## src/design/osc_pkg.sv

```systemverilog
// Package for the opto-style stereo compressor.
// Holds widths, register indexes, sequencer step codes, command struct and the exp2 root table.
// No dependencies.
package osc_pkg;

  localparam int SB = 24;
  localparam int CB = 24;
  localparam int MK_BITS = 23;
  localparam int ROOTS = 12;
  localparam int LOG_FRAC = 16;

  localparam logic [2:0] REG_THR = 3'd0;
  localparam logic [2:0] REG_MAKEUP = 3'd1;
  localparam logic [2:0] REG_LIMIT = 3'd2;
  localparam logic [2:0] REG_FAST_ATT = 3'd3;
  localparam logic [2:0] REG_FAST_REL = 3'd4;
  localparam logic [2:0] REG_SLOW_ATT = 3'd5;
  localparam logic [2:0] REG_SLOW_REL = 3'd6;
  localparam logic [2:0] REG_METER = 3'd7;

  typedef enum logic [4:0] {
    OP_IDLE, OP_F1, OP_F2, OP_S1, OP_S2, OP_M1, OP_M2,
    OP_LN_M, OP_LSQ_M, OP_LN_T, OP_LSQ_T, OP_OVER, OP_GR1, OP_GR2,
    OP_EXP, OP_ROOT, OP_SHIFT, OP_GAIN, OP_OL, OP_OR, OP_MT1, OP_MT2, OP_DONE
  } op_e;

  typedef struct packed {
    op_e        op;
    logic [3:0] iter;
    logic       accept;
    logic       load_out;
  } cmd_t;

  // 2^(-2^-(k+1)) in Q1.30
  function automatic logic [29:0] root_q30(input logic [3:0] k);
    logic [29:0] r;
    unique case (k)
      4'd0:    r = 30'd759250125;
      4'd1:    r = 30'd902905651;
      4'd2:    r = 30'd984625594;
      4'd3:    r = 30'd1028218693;
      4'd4:    r = 30'd1050733751;
      4'd5:    r = 30'd1062175491;
      4'd6:    r = 30'd1067942999;
      4'd7:    r = 30'd1070838486;
      4'd8:    r = 30'd1072289173;
      4'd9:    r = 30'd1073015252;
      4'd10:   r = 30'd1073378477;
      4'd11:   r = 30'd1073560135;
      default: r = 30'd0;
    endcase
    return r;
  endfunction

endpackage

```

## src/design/osc_ctrl.sv

```systemverilog
// Sequencer for the compressor: steps the datapath through one sample pair.
// Depends on osc_pkg.
module osc_ctrl (
  input  logic          clk_i,
  input  logic          rst_ni,
  input  logic          s_axis_tvalid,
  output logic          s_axis_tready,
  output logic          m_axis_tvalid,
  input  logic          m_axis_tready,
  output osc_pkg::cmd_t cmd_o
);
  import osc_pkg::*;

  op_e        state_q, state_d;
  logic [3:0] iter_q, iter_d;
  logic       ovalid_q, ovalid_d;

  always_ff @(posedge clk_i or negedge rst_ni) begin
    if (!rst_ni) begin
      state_q  <= OP_IDLE;
      iter_q   <= '0;
      ovalid_q <= 1'b0;
    end else begin
      state_q  <= state_d;
      iter_q   <= iter_d;
      ovalid_q <= ovalid_d;
    end
  end

  always_comb begin
    state_d = state_q;
    iter_d = iter_q;
    cmd_o.op = state_q;
    cmd_o.iter = iter_q;
    cmd_o.accept = 1'b0;
    cmd_o.load_out = 1'b0;
    s_axis_tready = 1'b0;
    unique case (state_q)
      OP_IDLE: begin
        s_axis_tready = 1'b1;
        if (s_axis_tvalid) begin
          cmd_o.accept = 1'b1;
          state_d = OP_F1;
        end
      end
      OP_F1:    state_d = OP_F2;
      OP_F2:    state_d = OP_S1;
      OP_S1:    state_d = OP_S2;
      OP_S2:    state_d = OP_M1;
      OP_M1:    state_d = OP_M2;
      OP_M2:    state_d = OP_LN_M;
      OP_LN_M: begin
        state_d = OP_LSQ_M;
        iter_d = '0;
      end
      OP_LSQ_M: begin
        iter_d = iter_q + 4'd1;
        if (iter_q == 4'(LOG_FRAC - 1)) state_d = OP_LN_T;
      end
      OP_LN_T: begin
        state_d = OP_LSQ_T;
        iter_d = '0;
      end
      OP_LSQ_T: begin
        iter_d = iter_q + 4'd1;
        if (iter_q == 4'(LOG_FRAC - 1)) state_d = OP_OVER;
      end
      OP_OVER:  state_d = OP_GR1;
      OP_GR1:   state_d = OP_GR2;
      OP_GR2:   state_d = OP_EXP;
      OP_EXP: begin
        state_d = OP_ROOT;
        iter_d = '0;
      end
      OP_ROOT: begin
        iter_d = iter_q + 4'd1;
        if (iter_q == 4'(ROOTS - 1)) state_d = OP_SHIFT;
      end
      OP_SHIFT: state_d = OP_GAIN;
      OP_GAIN:  state_d = OP_OL;
      OP_OL:    state_d = OP_OR;
      OP_OR:    state_d = OP_MT1;
      OP_MT1:   state_d = OP_MT2;
      OP_MT2:   state_d = OP_DONE;
      OP_DONE: begin
        if (!ovalid_q || m_axis_tready) begin
          cmd_o.load_out = 1'b1;
          state_d = OP_IDLE;
        end
      end
      default:  state_d = OP_IDLE;
    endcase
    ovalid_d = ovalid_q;
    if (m_axis_tready) ovalid_d = 1'b0;
    if (cmd_o.load_out) ovalid_d = 1'b1;
  end

  assign m_axis_tvalid = ovalid_q;

endmodule

```

## config.mk

```make
export PLATFORM = sky130hd
export DESIGN_NAME = osc_ctrl
export DESIGN_NICKNAME = d
export VERILOG_FILES = /design/src/design/osc_pkg.sv /design/src/design/osc_ctrl.sv
export SDC_FILE = /design/constraint.sdc
export NUM_CORES = 1
export LEC_CHECK = 0
export BUFFER_PORTS_ARGS = -buffer_cell sky130_fd_sc_hd__buf_4
export CAP_MARGIN = 20
export CORE_AREA = 2 2 41 43
export DETAILED_ROUTE_END_ITERATION = 16
export DIE_AREA = 0 0 43 45
export PLACE_DENSITY = 0.65
export SKIP_CTS_REPAIR_TIMING = 1
export SKIP_LAST_GASP = 1
export SLEW_MARGIN = 20
export SYNTH_ARGS = -nofsm -noshare
export SYNTH_HDL_FRONTEND = slang
export SYNTH_SLANG_ARGS = --single-unit
export TNS_END_PERCENT = 10
```

## constraint.sdc

```tcl
create_clock -name clk_i -period 2.09 [get_ports clk_i]
set_input_delay 0.627 -clock clk_i [delete_from_list [all_inputs] [get_ports clk_i]]
set_output_delay 0.627 -clock clk_i [all_outputs]
set_load 0.005 [all_outputs]
```

==> impl_metrics.toml, run 1 <==
[place]
numPlacedInstances = 101
pre_cts_slack_ps = 287
portBuffers = 16
dp_hpwl_mm = 1.01
gp_congestion = 0.785

[floorplanning]
fp.dieW_um = 43
core_area_um2 = 1470
fp.dieH_um = 45
initial_core_util_pct = 44.2
rows = 14
ioPinCount = 17
die_area_um2 = 1940

[outcome]
status = "finished, final reports clean"

[detailed_routing]
wl_mm = 1.39
via_count = 568
routed_via_density = 5.41
dr.pass1.iters = 4
ant_nets = 0
drcViolationCount = 0
drt_iter0_markers = 7
wl_per_cell_um = 13.2

[synthesis]
yosys.area_share.xor_xnor_pct = 1.35
synth_seq_cells = 10
synth-compound-area-share_pct = 19.2
postSynthNetCount = 74
synth_seq_area_share_pct = 38.5
muxShareOfSynthArea_pct = 3.46
synthDistinctLibCells = 36
yosysWarnings = 0
synth-simple-area-share_pct = 27.3
synth_area_um2 = 651
synthAdderAreaFrac_pct = 1.92
syn-mean-instance-area_um2 = 9.43
ys_async_sr_fraction_pct = 100
synthCells = 69
ys.flop_type = "dfrtp_1"
synth_edf_count = 0
synth_top_family_by_area = "simple AND/OR/NAND/NOR gates"

[finish]
final_common_cell = "buf_4"
diodes = 0
instances_no_fill = 105
drive_above_1_share_pct = 37.1
n_fill_cell = 142
mostFrequentLayoutCells = "buf_4 (21), dfrtp_1 (10), nand2_1 (7)"
finish.utilization_pct = 56.3
layout.nets = 95
syn2layout_area_growth_pct = 27.3

[clocking]
clockBufferDepth = 2
clk_pin_slew_ps = 70
clock_sinks = 10
cts_made_buffers = 3
cts_tree = "yes"
cts-root-buf = "clkbuf_4"
worstSkewPairLatency_ps = 260
htree_levels = 1

[sta]
period_share_pct = 96.8
skew_ps = 4.62
relSlewSlack_pct = 78.7
fmax_mhz = 494
tns_ps = 0
drv_slew = 0
setup_violations = 0
worst_pin_slew_ps = 316
period_needed_ps = 2020
rsz0062_at_grt = "false"
setup_ws_ps = 67.0
hold_viol = 0

[power_and_ir_drop]
pwr_density_cell_nw_per_um2 = 1210
p_leak_nw = 0.382
ir_worst_vdd_mv = 0.599
power_w = 0.00101

[critical_path]
regToRegSetupSlack_ps = 530
cp-start-kind = "flop"
worstSetupStartpoint = "state_q[4]$_DFFE_PN0P_"
rr_startpoint = "state_q[2]$_DFFE_PN0P_"
timing.rr.end = "iter_q[2]$_DFFE_PN0P_"
worstPathMaxFanout = 2
r2r_cells = 5
cp_data_required_time_ps = 1460
critPathCaptureType = "primary output"
critPathKind = "flop to primary output"
arrival_ps = 1400

[min_path]
min_path_type = "input pin to async pin"

[grt]
grt_pass1_wl_mm = 2.30
grt_start_max_net_pins = 11
track_usage_pct = 16.5
grt_pass1_vias = 514
antenna_found_initial = 0
grt_overflow = 0

[flow_run]
maxCapViolCount = 0
## report_power, final
part,total (W),internal [W],switching (W)
Clock,0.000171,0.000106,0.0000653
Combinational,0.000526,0.000271,0.000256
Sequential,0.000309,0.000249,0.0000599
Total,0.00101,0.000625,0.000381
## synth_stat cells (2+ instances only)
cell     number  area (µm²)
a21o_1        2        15.0
a21oi_1       4        20.0
a22o_1        2        17.5
a31oi_1       2        12.5
buf_6         3        33.8
dfrtp_1      10         250
inv_1         2        7.51
nand2_1       7        26.3
nor2_1        6        22.5
nor2b_1       2        12.5
nor3_1        3        15.0
o21ai_0       2        10.0
## metrics by stage
stage | hold slack [ps] | cell area [µm²]
after global placement | 463 | 782
after CTS | 173 | 818
final | 180 | 828
after global routing | 178 | 828
after floorplan | 331 | 651
after detailed placement | 463 | 782
## per-layer routing
layer	vias to the layer above	part of all wire, %	global-route usage, %
met3	2	3.8	3.60
met4	0	0.87	9.09
met1	274	45	21.0
met2	10	50	26.4
li1	282	-	-
met5	-	0	0
## area by class of cell
type,count,area [µm²],area share (%)
repair buffers,21,158,19.0
flip-flops and latches,10,250,30.2
clock buffers,4,36.3,4.38
inverters,2,7.51,0.906
multi-input cells,52,357,43.1
well taps,16,20.0,2.42
## registers in the layout (all words and copies together) (netlist names)
register / flops
state_q: 5
iter_q: 4
m_axis_tvalid: 1
## cell families (layout without fill, tap and decap cells)
group	Yosys count	after routing
mux	2	2
flops	10	10
fa+ha+maj	1	1
buf+inv	7	27
xor+xnor	1	1
compound gates	17	17
simple gates	31	31
## worst max-delay path: stages, from the launching register on
cell,delay [ps]
dfrtp_1,380
or3_4,390
nor3_2,130
and2_1,140
buf_4,100
## how the worst max path moves through the flow
| stage | cells past startpoint | end |
|---|---|---|
| global placement | 4 | cmd_o[1] |
| CTS | 4 | cmd_o[1] |
| detailed placement | 4 | cmd_o[1] |
| finish | 4 | cmd_o[1] |
| global route | 4 | cmd_o[1] |
| floorplan | 4 | cmd_o[1] |
No activity file was read; power rests on OpenSTA's default activity.
==> inputs of run 2 (changes only) <==
--- a/config.mk
+++ b/config.mk
@@ -8,12 +8,12 @@
 export BUFFER_PORTS_ARGS = -buffer_cell sky130_fd_sc_hd__buf_4
 export CAP_MARGIN = 20
 export CORE_AREA = 2 2 41 43
+export CTS_BUF_LIST = sky130_fd_sc_hd__clkbuf_8
 export DETAILED_ROUTE_END_ITERATION = 16
 export DIE_AREA = 0 0 43 45
 export PLACE_DENSITY = 0.65
 export SKIP_CTS_REPAIR_TIMING = 1
 export SKIP_LAST_GASP = 1
-export SLEW_MARGIN = 20
 export SYNTH_ARGS = -nofsm -noshare
 export SYNTH_HDL_FRONTEND = slang
 export SYNTH_SLANG_ARGS = --single-unit
==> run 2 against run 1 <==
Compared with the run above: sequential cell count unchanged; critical path depth stayed put; worst setup slack better by 25 ps; hold slack better by 28 ps; final area grew 1.7%; register-to-register slack barely moved; cell count unchanged; wire length shrank 1.3%; critical endpoint unchanged; largest power group unchanged.
==> impl_metrics.toml, run 2 (synthesis results as in run 1) <==
[outcome]
status = "finished, final reports clean"

[clocking]
cts_made_buffers = 3
clockBufferDepth = 2
htree_levels = 1
cts-root-buf = "clkbuf_8"
cts_tree = "yes"
clk_pin_slew_ps = 50
worstSkewPairLatency_ps = 240
clock_sinks = 10

[sta]
setup_violations = 0
skew_ps = 3.20
whs_ps = 208
fmax_mhz = 500
tns_ps = 0
drv_slew = 0
period_needed_ps = 2000
period_share_pct = 95.6
relSlewSlack_pct = 78.7
worst_pin_slew_ps = 316
hold_viol = 0
rsz0062_at_grt = "false"

[floorplanning]
rows = 14
initial_core_util_pct = 44.2
die_area_um2 = 1940
core_area_um2 = 1470
fp.dieW_um = 43
ioPinCount = 17
fp.dieH_um = 45

[place]
portBuffers = 16
numPlacedInstances = 101
gp_congestion = 0.785
dp_hpwl_mm = 1.01

[finish]
mostFrequentLayoutCells = "buf_4 (21), dfrtp_1 (10), nand2_1 (7)"
finish.utilization_pct = 57.2
regMostFlops = "state_q"
final_common_cell = "buf_4"
layout.nets = 95
drive_above_1_share_pct = 36.0
diodes = 0
syn2layout_area_growth_pct = 29.4
instances_no_fill = 105
largest_reg_flops = 5

[grt]
grt_start_max_net_pins = 11
track_usage_pct = 16.2
antenna_found_initial = 0
grt_pass1_vias = 510
grt_overflow = 0
grt_pass1_wl_mm = 2.27

[critical_path]
critPathCaptureType = "primary output"
cp_data_required_time_ps = 1460
cp_top_family = "simple AND/OR/NAND/NOR gates"
cp-start-kind = "flop"
cp.buffers_inverters = 1
worstPathMaxFanout = 2
regToRegSetupSlack_ps = 530
arrival_ps = 1370
critPathKind = "flop to primary output"
cp_slowest_cell = "or3_1"
path_cells = "or3_1 -> nor3_2 -> and2_1 -> buf_4"
slowest_delay_ps = 400

[min_path]
min_path_type = "input pin to async pin"

[power_and_ir_drop]
pwr-share-clk_pct = 22.4
p_sw_w = 0.000387
intPower_w = 0.000686
combPwrFrac_pct = 48.7
power_switching_share_pct = 36.1
ir_worst_vdd_mv = 0.605
pwr_density_cell_nw_per_um2 = 1270
seqPwrFrac_pct = 28.8
p_leak_nw = 0.388
power_w = 0.00107

[detailed_routing]
wl_mm = 1.37
drcViolationCount = 0
via_count = 568
dr.pass1.iters = 4
drt_iter0_markers = 5
routed_via_density = 5.41
wl_per_cell_um = 13.0
ant_nets = 0

[flow_run]
maxCapViolCount = 0
run 2: cell counts in the layout (fill, tap and decap cells not counted):
Identical to the previous run, type by type.
run 2: path summary, 6_finish.rpt:
| check | start | endpoint | depth (start not counted) |
|---|---|---|---|
| setup reg to reg | state_q[2]$_DFFE_PN0P_ | iter_q[2]$_DFFE_PN0P_ | 5 |
| max in group asynchronous | rst_ni | state_q[4]$_DFFE_PN0P_ | 1 |
| hold / removal | rst_ni | iter_q[1]$_DFFE_PN0P_ | 1 |
| min in group clk_i | iter_q[1]$_DFFE_PN0P_ | iter_q[1]$_DFFE_PN0P_ | 1 |
| setup / recovery | state_q[4]$_DFFE_PN0P_ | cmd_o[1] | 4 |
| hold reg to reg | iter_q[1]$_DFFE_PN0P_ | iter_q[1]$_DFFE_PN0P_ | 1 |
run 2: cell type report:
class	count	area, µm²
fillers	138	629
multi-input cells	52	352
flip-flops and latches	10	250
repair buffers	21	158
clock buffers	4	55.1
well taps	16	20.0
inverters	2	7.51
run 2: per-stage QoR:
stage	area, µm²	worst slack, ps
after floorplan	651	196
after global placement	782	318
after detailed placement	782	287
after CTS	837	32.5
after global routing	842	28.9
final	842	91.6
run 2: power groups by stage:
| stage | Combinational [W] | Sequential, W | Clock (W) |
|---|---|---|---|
| global route | 0.000580 | 0.000319 | 0.000256 |
| CTS | 0.000526 | 0.000308 | 0.000245 |
| finish | 0.000523 | 0.000309 | 0.000241 |
| global placement | 0.000522 | 0.000309 | 0 |
| detailed placement | 0.000524 | 0.000310 | 0 |
| floorplan | 0.000388 | 0.000302 | 0 |
run 2: routing by layer:
metal  track usage [%]  share of wire (%)
met4              9.09                2.5
met1              20.7                 45
met2              26.7                 48
met5                 0                  0
met3              2.40                4.2
==> inputs of run 3 (changes only) <==
--- a/config.mk
+++ b/config.mk
@@ -12,6 +12,7 @@
 export DETAILED_ROUTE_END_ITERATION = 16
 export DIE_AREA = 0 0 43 45
 export PLACE_DENSITY = 0.65
+export SETUP_SLACK_MARGIN = 0.3
 export SKIP_CTS_REPAIR_TIMING = 1
 export SKIP_LAST_GASP = 1
 export SYNTH_ARGS = -nofsm -noshare
==> run 3 against run 2 <==
Compared with the run above: wire length increased by 1.6%; worst setup slack lost 28 ps; sequential power rose by 3%; via count is 2.1% lower; final area is 0.30% lower; hold slack improved by 12 ps; first-iteration DRC count up 40%; die area did not move; clock skew down 0.74 ps; core utilization fell by 0.17 points; critical path type unchanged; sequential cell count is the same.
==> impl_metrics.toml, run 3 (synthesis results as in run 1) <==
[clocking]
clockBufferDepth = 2
cts_tree = "yes"
htree_levels = 1
clk_pin_slew_ps = 40
cts-root-buf = "clkbuf_8"
clock_sinks = 10
cts_made_buffers = 3
worstSkewPairLatency_ps = 230

[detailed_routing]
drcViolationCount = 0
ant_nets = 0
drt_iter0_markers = 7
wl_per_cell_um = 13.4
via_count = 556
dr.pass1.iters = 4
wl_mm = 1.39
routed_via_density = 5.35

[finish]
regMostFlops = "state_q"
layout.nets = 95
syn2layout_area_growth_pct = 29.0
drive_above_1_share_pct = 36.4
diodes = 0
instances_no_fill = 104
largest_reg_flops = 5
mostFrequentLayoutCells = "buf_4 (21), dfrtp_1 (10), nand2_1 (7)"
final_common_cell = "buf_4"

[sta]
whs_ps = 220
rsz0062_at_grt = "true"
relSlewSlack_pct = 79.7
period_needed_ps = 2030
drv_slew = 0
tns_ps = 0
period_share_pct = 97.0
fmax_mhz = 493
worst_pin_slew_ps = 301
skew_ps = 2.47
setup_ws_ps = 63.4
setup_violations = 0
hold_viol = 0

[critical_path]
cp_data_required_time_ps = 1460
regToRegSetupSlack_ps = 500
worstPathMaxFanout = 2
cp_slowest_cell = "or3_4"
timing.rr.end = "iter_q[2]$_DFFE_PN0P_"
critPathKind = "flop to primary output"
cp.buffers_inverters = 1
r2r_cells = 5
slowest_delay_ps = 400
cp-start-kind = "flop"
rr_startpoint = "state_q[2]$_DFFE_PN0P_"
cp_top_family = "simple AND/OR/NAND/NOR gates"
path_cells = "or3_4 -> nor3_4 -> and2_1 -> buf_4"
critPathCaptureType = "primary output"
arrival_ps = 1400

[grt]
grt_overflow = 0
grt_pass1_vias = 496
antenna_found_initial = 0
grt_start_max_net_pins = 11
track_usage_pct = 15.4
grt_pass1_wl_mm = 2.15

[floorplanning]
rows = 14
core_area_um2 = 1470
initial_core_util_pct = 44.2
die_area_um2 = 1940
fp.dieW_um = 43
fp.dieH_um = 45
ioPinCount = 17

[min_path]
min_path_type = "input pin to async pin"

[place]
portBuffers = 16
pre_cts_slack_ps = 318
numPlacedInstances = 101
dp_hpwl_mm = 1.04
gp_congestion = 0.758

[power_and_ir_drop]
pwr_density_cell_nw_per_um2 = 1230
p_leak_nw = 0.388
ir_worst_vdd_mv = 0.827

[outcome]
status = "finished, final reports clean"

[flow_run]
maxCapViolCount = 0
run 3: cell count changes in the layout (fill, tap and decap cells not counted), sizes merged:
| cell | before | now |
|---|---|---|
| clkbuf | 4 | 3 |
run 3: power by group:
part | internal, W | switching (W) | total (W)
registers | 0.000250 | 0.0000679 | 0.000318
clock network | 0.000125 | 0.0000625 | 0.000187
logic | 0.000270 | 0.000256 | 0.000527
run 3: worst max path at each step:
stage / start / slack, ps / to / cells after the start
global route: state_q[1]$_DFFE_PN0P_ / -20 / cmd_o[1] / 4
finish: state_q[1]$_DFFE_PN0P_ / 60 / cmd_o[1] / 4
detailed placement: state_q[4]$_DFFE_PN0P_ / 320 / cmd_o[1] / 4
CTS: state_q[4]$_DFFE_PN0P_ / 70 / cmd_o[1] / 4
global placement: state_q[4]$_DFFE_PN0P_ / 350 / cmd_o[1] / 4
floorplan: state_q[3]$_DFFE_PN0P_ / 260 / cmd_o[1] / 4
run 3: stage by stage:
stage / power, W / area, µm² / utilization, %
floorplan: 0.000693 / 656 / -
global placement: 0.000838 / 787 / 53.5
detailed placement: 0.000843 / 787 / 53.5
CTS: 0.00104 / 828 / 56.3
global route: 0.00112 / 840 / 57.1
finish: 0.00103 / 840 / 57.1
run 3: area by class of cell:
cell class / instances / area (µm²)
fillers: 139 / 632
multi-input cells: 52 / 363
flip-flops and latches: 10 / 250
repair buffers: 21 / 158
clock buffers: 3 / 41.3
well taps: 16 / 20.0
inverters: 2 / 7.51
run 3: routing by layer:
metal	GRT usage [%]	part of all wire [%]	vias to the layer above	routed length, µm
met5	0	0	-	0
met4	9.09	1.0	0	14
met3	2.80	4.3	2	60
met2	25.5	48	11	672
met1	19.1	46	257	642
li1	-	-	286	-
run 3: worst register-to-register path, stage by stage, from the launching register on:
cell and delay [ps]:
dfrtp_1 460, buf_4 200, and3_4 170, o21a_4 220, and3b_1 170, a221o_1 250
